==> config.mk <==
export PLATFORM = sky130hd
export DESIGN_NAME = radio_link_mode_controller
export DESIGN_NICKNAME = d
export VERILOG_FILES = /design/src/design/rlmc_pkg.sv /design/src/design/radio_link_mode_controller.sv
export SDC_FILE = /design/constraint.sdc
export NUM_CORES = 1
export LEC_CHECK = 0
export ABC_AREA = 1
export BUFFER_PORTS_ARGS = -buffer_cell sky130_fd_sc_hd__buf_4
export CAP_MARGIN = 20
export CORE_UTILIZATION = 40
export CTS_CLUSTER_DIAMETER = 80
export DETAILED_ROUTE_END_ITERATION = 12
export PLACE_DENSITY = 0.68
export REMOVE_ABC_BUFFERS = 1
export SLEW_MARGIN = 15
export SYNTH_ARGS = -nofsm -noshare
export SYNTH_HDL_FRONTEND = slang
export SYNTH_SLANG_ARGS = --single-unit
==> constraint.sdc <==
create_clock -name aclk -period 2.9 [get_ports aclk]
set_input_delay 0 -clock aclk [delete_from_list [all_inputs] [get_ports aclk]]
set_output_delay 0 -clock aclk [all_outputs]
set_load 0.02 [all_outputs]
==> src/design/rlmc_pkg.sv <==
// shared types and codes for the radio link mode controller
package rlmc_pkg;

    // largest payload a send request may carry
    localparam logic [7:0] MAX_PAYLOAD = 8'd250;
    // header bytes added in front of the payload
    localparam logic [7:0] HDR_BYTES = 8'd6;
    // only a two-byte destination address is supported
    localparam logic [3:0] ADDR_LEN_SHORT = 4'd2;

    typedef enum logic [1:0] {
        EV_SLEEP  = 2'd0,
        EV_LISTEN = 2'd1,
        EV_SEND   = 2'd2,
        EV_EOP    = 2'd3
    } event_t;

    // externally visible radio state code
    typedef enum logic [1:0] {
        RS_OFF  = 2'd0,
        RS_IDLE = 2'd1,
        RS_RX   = 2'd2,
        RS_TX   = 2'd3
    } radio_code_t;

    // internal mode state, one-hot
    typedef enum logic [3:0] {
        ST_OFF  = 4'b0001,
        ST_IDLE = 4'b0010,
        ST_RX   = 4'b0100,
        ST_TX   = 4'b1000
    } mode_state_t;

    typedef enum logic [1:0] {
        ERR_OK        = 2'd0,
        ERR_TOO_LARGE = 2'd1,
        ERR_ADDR_LEN  = 2'd2,
        ERR_BUSY      = 2'd3
    } err_t;

    typedef enum logic [1:0] {
        BUF_RX0 = 2'd0,
        BUF_RX1 = 2'd1,
        BUF_TX  = 2'd2
    } buf_sel_t;

    typedef struct packed {
        logic [1:0]  mode;
        logic [15:0] dest_address;
        logic [3:0]  dest_address_length;
        logic [7:0]  payload_length;
        logic [1:0]  payload_kind;
        logic        crc_good;
    } in_item_t;

    typedef struct packed {
        logic [1:0]  radio_state;
        logic [1:0]  error_code;
        logic        frame_received;
        logic        received_buffer;
        logic [1:0]  packet_buffer;
        logic [15:0] match_address;
        logic        radio_start;
        logic [7:0]  frame_length;
        logic [15:0] frame_source;
        logic [2:0]  frame_protocol;
    } out_item_t;

endpackage

==> src/design/radio_link_mode_controller.sv <==
// radio link mode controller: registered event decision with result register
// an input transaction passes the input register, then the result register
// throughput: one event per cycle unless stalled; decision is one registered pass
// a stalled result register holds the input register, which takes one item if empty
// reset: synchronous active-low aresetn; mode off, pre-send mode off, buffer
// select 0, radio pointer rx0, address match 0, own_address 0, both stages empty
module radio_link_mode_controller
    import rlmc_pkg::*;
(
    input  logic        aclk,
    input  logic        aresetn,

    // configuration write channel (own_address)
    input  logic        cfg_valid,
    output logic        cfg_ready,
    input  logic [15:0] cfg_data,

    // event input channel
    input  logic        s_valid,
    output logic        s_ready,
    input  in_item_t    s_data,

    // result channel
    output logic        m_valid,
    input  logic        m_ready,
    output out_item_t   m_data
);

    // configuration register
    logic [15:0] own_address_reg;

    // input stage
    logic        in_valid_reg;
    in_item_t    in_item_reg;

    // controller state carried between events
    mode_state_t mode_reg, mode_next;
    mode_state_t prior_mode_reg, prior_mode_next;
    logic        free_sel_reg, free_sel_next;
    logic [1:0]  pointer_reg, pointer_next;
    logic [15:0] match_reg, match_next;

    // result stage
    logic        out_valid_reg;
    out_item_t   out_item_reg, out_item_next;

    // decision stage moves when it holds an event and the result slot is free
    logic        advance;
    event_t      ev;

    assign advance   = in_valid_reg && (!out_valid_reg || m_ready);
    assign s_ready   = !in_valid_reg || advance;
    assign cfg_ready = 1'b1;
    assign m_valid   = out_valid_reg;
    assign m_data    = out_item_reg;
    assign ev        = event_t'(in_item_reg.mode);

    // one-hot mode to the two-bit code the radio state output carries
    function automatic logic [1:0] state_code(input mode_state_t st);
        logic [1:0] code;
        unique case (st)
            ST_OFF:  code = RS_OFF;
            ST_IDLE: code = RS_IDLE;
            ST_RX:   code = RS_RX;
            ST_TX:   code = RS_TX;
            default: code = RS_OFF;
        endcase
        return code;
    endfunction

    // event decision
    always_comb begin
        mode_next       = mode_reg;
        prior_mode_next = prior_mode_reg;
        free_sel_next   = free_sel_reg;
        pointer_next    = pointer_reg;
        match_next      = match_reg;

        out_item_next                 = '0;
        out_item_next.error_code      = ERR_OK;

        unique case (ev)
            EV_SLEEP: begin
                // also abandons any transmission in progress
                mode_next = ST_IDLE;
            end
            EV_LISTEN: begin
                pointer_next               = {1'b0, free_sel_reg};
                match_next                 = own_address_reg;
                mode_next                  = ST_RX;
                out_item_next.radio_start  = 1'b1;
            end
            EV_SEND: begin
                // checks in priority order: size, address length, busy
                priority if (in_item_reg.payload_length > MAX_PAYLOAD) begin
                    out_item_next.error_code = ERR_TOO_LARGE;
                end else if (in_item_reg.dest_address_length != ADDR_LEN_SHORT) begin
                    out_item_next.error_code = ERR_ADDR_LEN;
                end else if (mode_reg == ST_TX) begin
                    out_item_next.error_code = ERR_BUSY;
                end else begin
                    // length byte wraps for the largest payload
                    out_item_next.frame_length   = HDR_BYTES + in_item_reg.payload_length;
                    out_item_next.frame_source   = own_address_reg;
                    out_item_next.frame_protocol = {1'b0, in_item_reg.payload_kind} + 3'd1;
                    out_item_next.radio_start    = 1'b1;
                    prior_mode_next              = mode_reg;
                    pointer_next                 = BUF_TX;
                    match_next                   = in_item_reg.dest_address;
                    mode_next                    = ST_TX;
                end
            end
            EV_EOP: begin
                if (mode_reg == ST_RX) begin
                    // bad crc drops the frame and leaves everything as is
                    if (in_item_reg.crc_good) begin
                        out_item_next.frame_received  = 1'b1;
                        out_item_next.received_buffer = free_sel_reg;
                        out_item_next.radio_start     = 1'b1;
                        free_sel_next                 = ~free_sel_reg;
                        pointer_next                  = {1'b0, ~free_sel_reg};
                    end
                end else if (mode_reg == ST_TX) begin
                    mode_next = ST_IDLE;
                    // go back to listening if that is where the send started
                    if (prior_mode_reg == ST_RX) begin
                        pointer_next              = {1'b0, free_sel_reg};
                        match_next                = own_address_reg;
                        mode_next                 = ST_RX;
                        out_item_next.radio_start = 1'b1;
                    end
                end
                // end-of-packet while off or idle is ignored
            end
            default: begin
                mode_next = mode_reg;
            end
        endcase

        out_item_next.radio_state   = state_code(mode_next);
        out_item_next.packet_buffer = pointer_next;
        out_item_next.match_address = match_next;
    end

    // configuration register: write only with no transaction in flight (not enforced)
    always_ff @(posedge aclk) begin
        if (!aresetn) begin
            own_address_reg <= '0;
        end else if (cfg_valid && cfg_ready) begin
            own_address_reg <= cfg_data;
        end
    end

    // input stage control
    always_ff @(posedge aclk) begin
        if (!aresetn) begin
            in_valid_reg <= 1'b0;
        end else if (s_ready) begin
            in_valid_reg <= s_valid;
        end
    end

    // input stage payload
    always_ff @(posedge aclk) begin
        if (s_valid && s_ready) begin
            in_item_reg <= s_data;
        end
    end

    // controller state and result valid
    always_ff @(posedge aclk) begin
        if (!aresetn) begin
            mode_reg       <= ST_OFF;
            prior_mode_reg <= ST_OFF;
            free_sel_reg   <= 1'b0;
            pointer_reg    <= BUF_RX0;
            match_reg      <= '0;
            out_valid_reg  <= 1'b0;
        end else begin
            if (advance) begin
                mode_reg       <= mode_next;
                prior_mode_reg <= prior_mode_next;
                free_sel_reg   <= free_sel_next;
                pointer_reg    <= pointer_next;
                match_reg      <= match_next;
                out_valid_reg  <= 1'b1;
            end else if (m_ready) begin
                out_valid_reg  <= 1'b0;
            end
        end
    end

    // result payload
    always_ff @(posedge aclk) begin
        if (advance) begin
            out_item_reg <= out_item_next;
        end
    end

endmodule

Word-level counts from Yosys, hierarchy flattened:

Cells that the tools add are included.

* eq/ne operators: 10
* bitwise logic cells: 5
* add/sub/neg operators: 2
* multiplexer cells: 37
* shift-type cells: 0
* divide/modulo/power cells: 0
* multipliers: 0
* reduce and logical (&&, ||, !) cells: 14
* order comparisons: 1

Operator list (number)
* two-way mux 16 bit: 6
* two-way mux 28 bit: 3
* case mux 16 bit (3 select lines): 1
* two-way mux 2 bit: 10
* two-way mux 4 bit: 5
* case mux 4 bit (4 select lines): 1
* equality test 4 x 3 -> 1 bit, second input constant: 3
* case mux 2 bit (3 select lines): 2
* adder 3 x 8 -> 8 bit, first input constant: 1
* equality test 4 bit, second input constant: 2
* > comparator 8 bit, second input constant: 1
* two-way mux 1 bit: 7
* NOT 1 bit: 5
* AND reduction 5 bit: 1
* equality test 2 bit, second input constant: 2
* equality test 4 x 2 -> 1 bit, second input constant: 1
* != test 4 x 2 -> 1 bit, second input constant: 1
* AND reduction 4 bit: 1
* OR reduction 4 bit: 1
* adder 2 x 1 -> 3 bit, second input constant: 1
* two-way mux 3 bit: 1
* case mux 1 bit (3 select lines): 1
* AND reduction 3 bit: 1
* equality test 2 x 1 -> 1 bit, second input constant: 1
* 7 further kinds: 10

* input port bits: 54
* memory bits (read-only): 0
* flip-flop bits (word level): 130
* output and inout bits: 55
* bits in latches: 0
* memories kept: 0
* logic and storage cells: 94
* memory bits (writable): 0

Longest topological paths before layout:

* word-level depth: 7
* depth in mapped cells: 11
* mapped depth without buffers: 11

Worst setup path before layout:

No wires, ideal clock.

* path type: reg2reg
* start point: register out_valid_reg, in the netlist m_valid
* end point: register out_item_reg, in the netlist m_data[0] (enable)
* arrival time: 2.399 ns
* cell stages (with the launch flop): 5
* period minus slack after synthesis: 2.835 ns
* buffers on the path: 1
* path slack: 0.065 ns
* library setup time: 0.436 ns
* required time: 2.464 ns
* cells stage by stage: dfxtp_1 nand2_1 nand2_1 inv_1 clkbuf_1

* cells in the longest elaborated chain, start to end: 3

RTL lines
* start, declared: line radio_link_mode_controller.sv:44 `logic out_valid_reg;`
* start signal, assigned: line radio_link_mode_controller.sv:178 `out_valid_reg <= 1'b0;`
* start signal, assigned: line radio_link_mode_controller.sv:186 `out_valid_reg <= 1'b1;`
* start signal, assigned: line radio_link_mode_controller.sv:188 `out_valid_reg <= 1'b0;`
* logical NOT 1 bit: line radio_link_mode_controller.sv:51 `assign advance = in_valid_reg && (!out_valid_reg || m_ready);`
* logical OR 1 bit: line radio_link_mode_controller.sv:51
* logical AND 1 bit: line radio_link_mode_controller.sv:51
* named net advance: line radio_link_mode_controller.sv:48 `logic advance;`
* end signal, assigned: line radio_link_mode_controller.sv:196 `out_item_reg <= out_item_next;`
* end, declared: line radio_link_mode_controller.sv:45 `out_item_t out_item_reg, out_item_next;`

The timed path passes the listed nets, and every way through them passes these cells.
A chain may end at the register's enable or synchronous reset.

==> reports/metrics.csv <==
metric,value,unit
vias per inst,4.86,
max-cap violation count,0,
via count,4477,
antenna violations before repair,0,
max FFs per register,52,
"Clk pin slew, worst setup/hold paths",0.06,ns
row cnt,42,
Layout fillers,1150,
Clock Sinks,130,
share of layout cells above drive strength 1,23.5,%
Antenna Nets Post-Route,0,
ANT cells,0,
Finished Layout Cells,922,
mean routed wirelength per cell,14.3,um
Post-Syn Area,5610,sq um
RSZ-0062 raised after global routing,no,
largest net degree at the start of global routing,85,
most used flip-flop cell after synthesis,edfxtp_1,
Worst Setup Path Type,flop to flop,
Crit path depth,7,
Lkg Pwr,3.40,nW
status,"finished, final reports clean",
clock latency on the worst-skew pair,0.41,ns
Post-synth EDFFs,85,
area share of fa/ha/maj cells after synthesis,0.446,%
share of flip-flops with an asynchronous set or reset,0,%
Most Frequent Cell on Critical Path,inv_1,
Worst path top cell family by delay,buffers and inverters,
Mapped Cells,577,
fin util,56.9,%
starting density of the core,41.7,%
Ports,109,
port bufs,107,
DR iter-0 viols,277,
"Distinct cells, synth",31,
Seq cells post-synth,130,
"Max FO, Critical Path",29,
crit-path max cell delay,0.57,ns
WP data required,3.06,ns
total CTS buffers,17,
Hold Path Stages,2,
min-delay worst type,primary input to flop,
ranking of synthesized cells by area,"edfxtp_1 (45%), dfxtp_1 (16%), inv_1 (5.7%)",
# DRC,0,
syn_area_per_cell,9.73,sq um
hold path start,s_data[29],
PD cells,618,nW/um^2
Setup Skew,0.00635,ns
sequential cell area fraction in the yosys report,61.5,%
Yosys top cell area share,45.5,%
"worst slack, placed",0.611,ns
placed cells,837,
area grow syn2layout,36.5,%
"Setup violations, final",0,
XOR/XNOR Fraction of Synth Area,0.468,%
post-synthesis mux area share,0,%
Die X,120,um
fraction of the mapped netlist area in compound gates,7.40,%
"area leader, netlist",edfxtp_1,
die area,14500,sq um
Die Y,120,um
r2r endpoint,m_data[45]$_DFFE_PP_,
GRT overflow,0,
Core ar.,13500,sq um
Worst R2R Path Depth,7,
"Slowest-stage cell, CP",edfxtp_1,
fmax,438,MHz
DP HPWL,8.25,mm
crit path capture type,flop,
"commonest non-fill, non-tap cell in the layout",buf_4,
Critical Path Start Type,flop,
Nets,789,
Peak VDD IR,0.375,mV
CTS root buffer,clkbuf_16,
crit path DAT,2.44,ns
Fin. Hold Viols,0,
global-route wire length before repair,21.0,mm
post-synthesis simple-gate area fraction,21.6,%
Yosys warnings,0,
"wirelength, routed",13.2,mm
"Endpoint, Worst Hold",in_item_reg[29]$_DFFE_PP_,
reg-to-reg critical path startpoint,ev[1]$_DFFE_PP_,
Slew headroom,41.8,%
Max Slew Vio Count,0,
Tightest Pin Transition,0.872,ns
min Tclk post-route,2.28,ns
final setup margin,0.618,ns
GP Congestion,0.852,
largest family of logic cells by synthesized area,simple AND/OR/NAND/NOR gates,
CTS HTree Levels,4,
"Critical Path, Cell by Cell","nand2_4, inv_2, nand3_2, buf_4, inv_1, o21ai_0, inv_1",
gr usage total,19.0,%
vias in the first global route,4362,
worst path bufs/invs,4,
most frequent cells in the layout,"buf_4 (110), inv_1 (85), edfxtp_1 (85), nand2_1 (72), nor2_1 (61)",
Clock Path Buffers,2,
flop-to-flop setup slack,0.62,ns
CTS tree,yes,
total negative slack,0,ns
fin crit share,78.7,%
drt pass-1 iters,5,
==> kinds of logic (layout without fill, tap and decap cells) <==
logic type	count (synthesis)	count (layout)
XOR/XNOR	3	3
buffers and inverters	118	287
AO/OA/AOI/OAI	82	82
flip-flops	130	130
other	1	1
adder cells (fa/ha/maj)	2	2
AND/OR/NAND/NOR	241	241
==> synth_stat cells, types with 2 or more instances <==
| cell type | number |
|---|---|
| nand3_2 | 12 |
| nor3_1 | 2 |
| clkbuf_1 | 14 |
| o21ai_0 | 36 |
| a21oi_1 | 44 |
| dfxtp_1 | 45 |
| nor2_1 | 61 |
| nand4_1 | 20 |
| xor2_1 | 2 |
| edfxtp_1 | 85 |
| buf_2 | 7 |
| nand2_1 | 72 |
| nor2_2 | 3 |
| inv_1 | 86 |
| buf_4 | 5 |
| inv_2 | 5 |
| nand3_1 | 58 |
| nand2_2 | 2 |
| nand2_4 | 4 |
| ha_1 | 2 |
| nor2_8 | 2 |
==> layout make-up <==
type / count / area [sq um] / area share (%)
Sequential cell: 130 / 3450 / 45.1
Inverter: 91 / 342 / 4.46
Timing Repair Buffer: 164 / 1380 / 18.0
Tap cell: 176 / 220 / 2.87
Multi-Input combinational cell: 329 / 1680 / 22.0
Clock inverter: 13 / 134 / 1.75
Clock buffer: 19 / 453 / 5.91
==> repair_timing <==
| action | in CTS | in global routing |
|---|---|---|
| hold buffers | 53 | 0 |
| buffers inserted | 0 | 0 |
| hold endpoints to repair | 52 | 0 |
| setup endpoints to repair | 0 | 0 |
| resized for setup | 0 | 0 |
==> how the worst max path moves through the flow <==
stage                          from                        end  slack, ns
3_3_place_gp        ev[1]$_DFFE_PP_       m_data[45]$_DFFE_PP_       0.65
5_1_grt             ev[1]$_DFFE_PP_       m_data[45]$_DFFE_PP_       0.43
3_5_place_dp        ev[1]$_DFFE_PP_       m_data[45]$_DFFE_PP_       0.61
4_1_cts             ev[1]$_DFFE_PP_       m_data[45]$_DFFE_PP_       0.60
2_1_floorplan  m_valid$_SDFFE_PN0P_  free_sel_reg$_SDFFE_PN0P_       0.20
6_report            ev[1]$_DFFE_PP_       m_data[45]$_DFFE_PP_       0.62
==> stage by stage <==
stage,power (mW),area (sq um),hold slack [ns]
5_1_grt,4.92,7660,0.291
4_1_cts,4.77,7660,0.281
6_report,4.74,7660,0.299
3_5_place_dp,2.62,6540,0.179
3_3_place_gp,2.61,6540,0.179
2_1_floorplan,2.42,5480,0.0989
==> per-layer routing <==
metal	global-route usage [%]	vias up	wire length, um
met5	0	-	0
met4	6.48	0	170
met3	5.52	13	704
met2	31.4	134	6530
met1	23.8	2090	5770
li1	-	2240	-
==> where the power goes <==
part	switching, mW	internal, mW
clock	0.789	1.31
combinational	0.284	0.215
sequential	0.0536	2.09
total	1.13	3.61
Power figures use the tool's default switching activity.
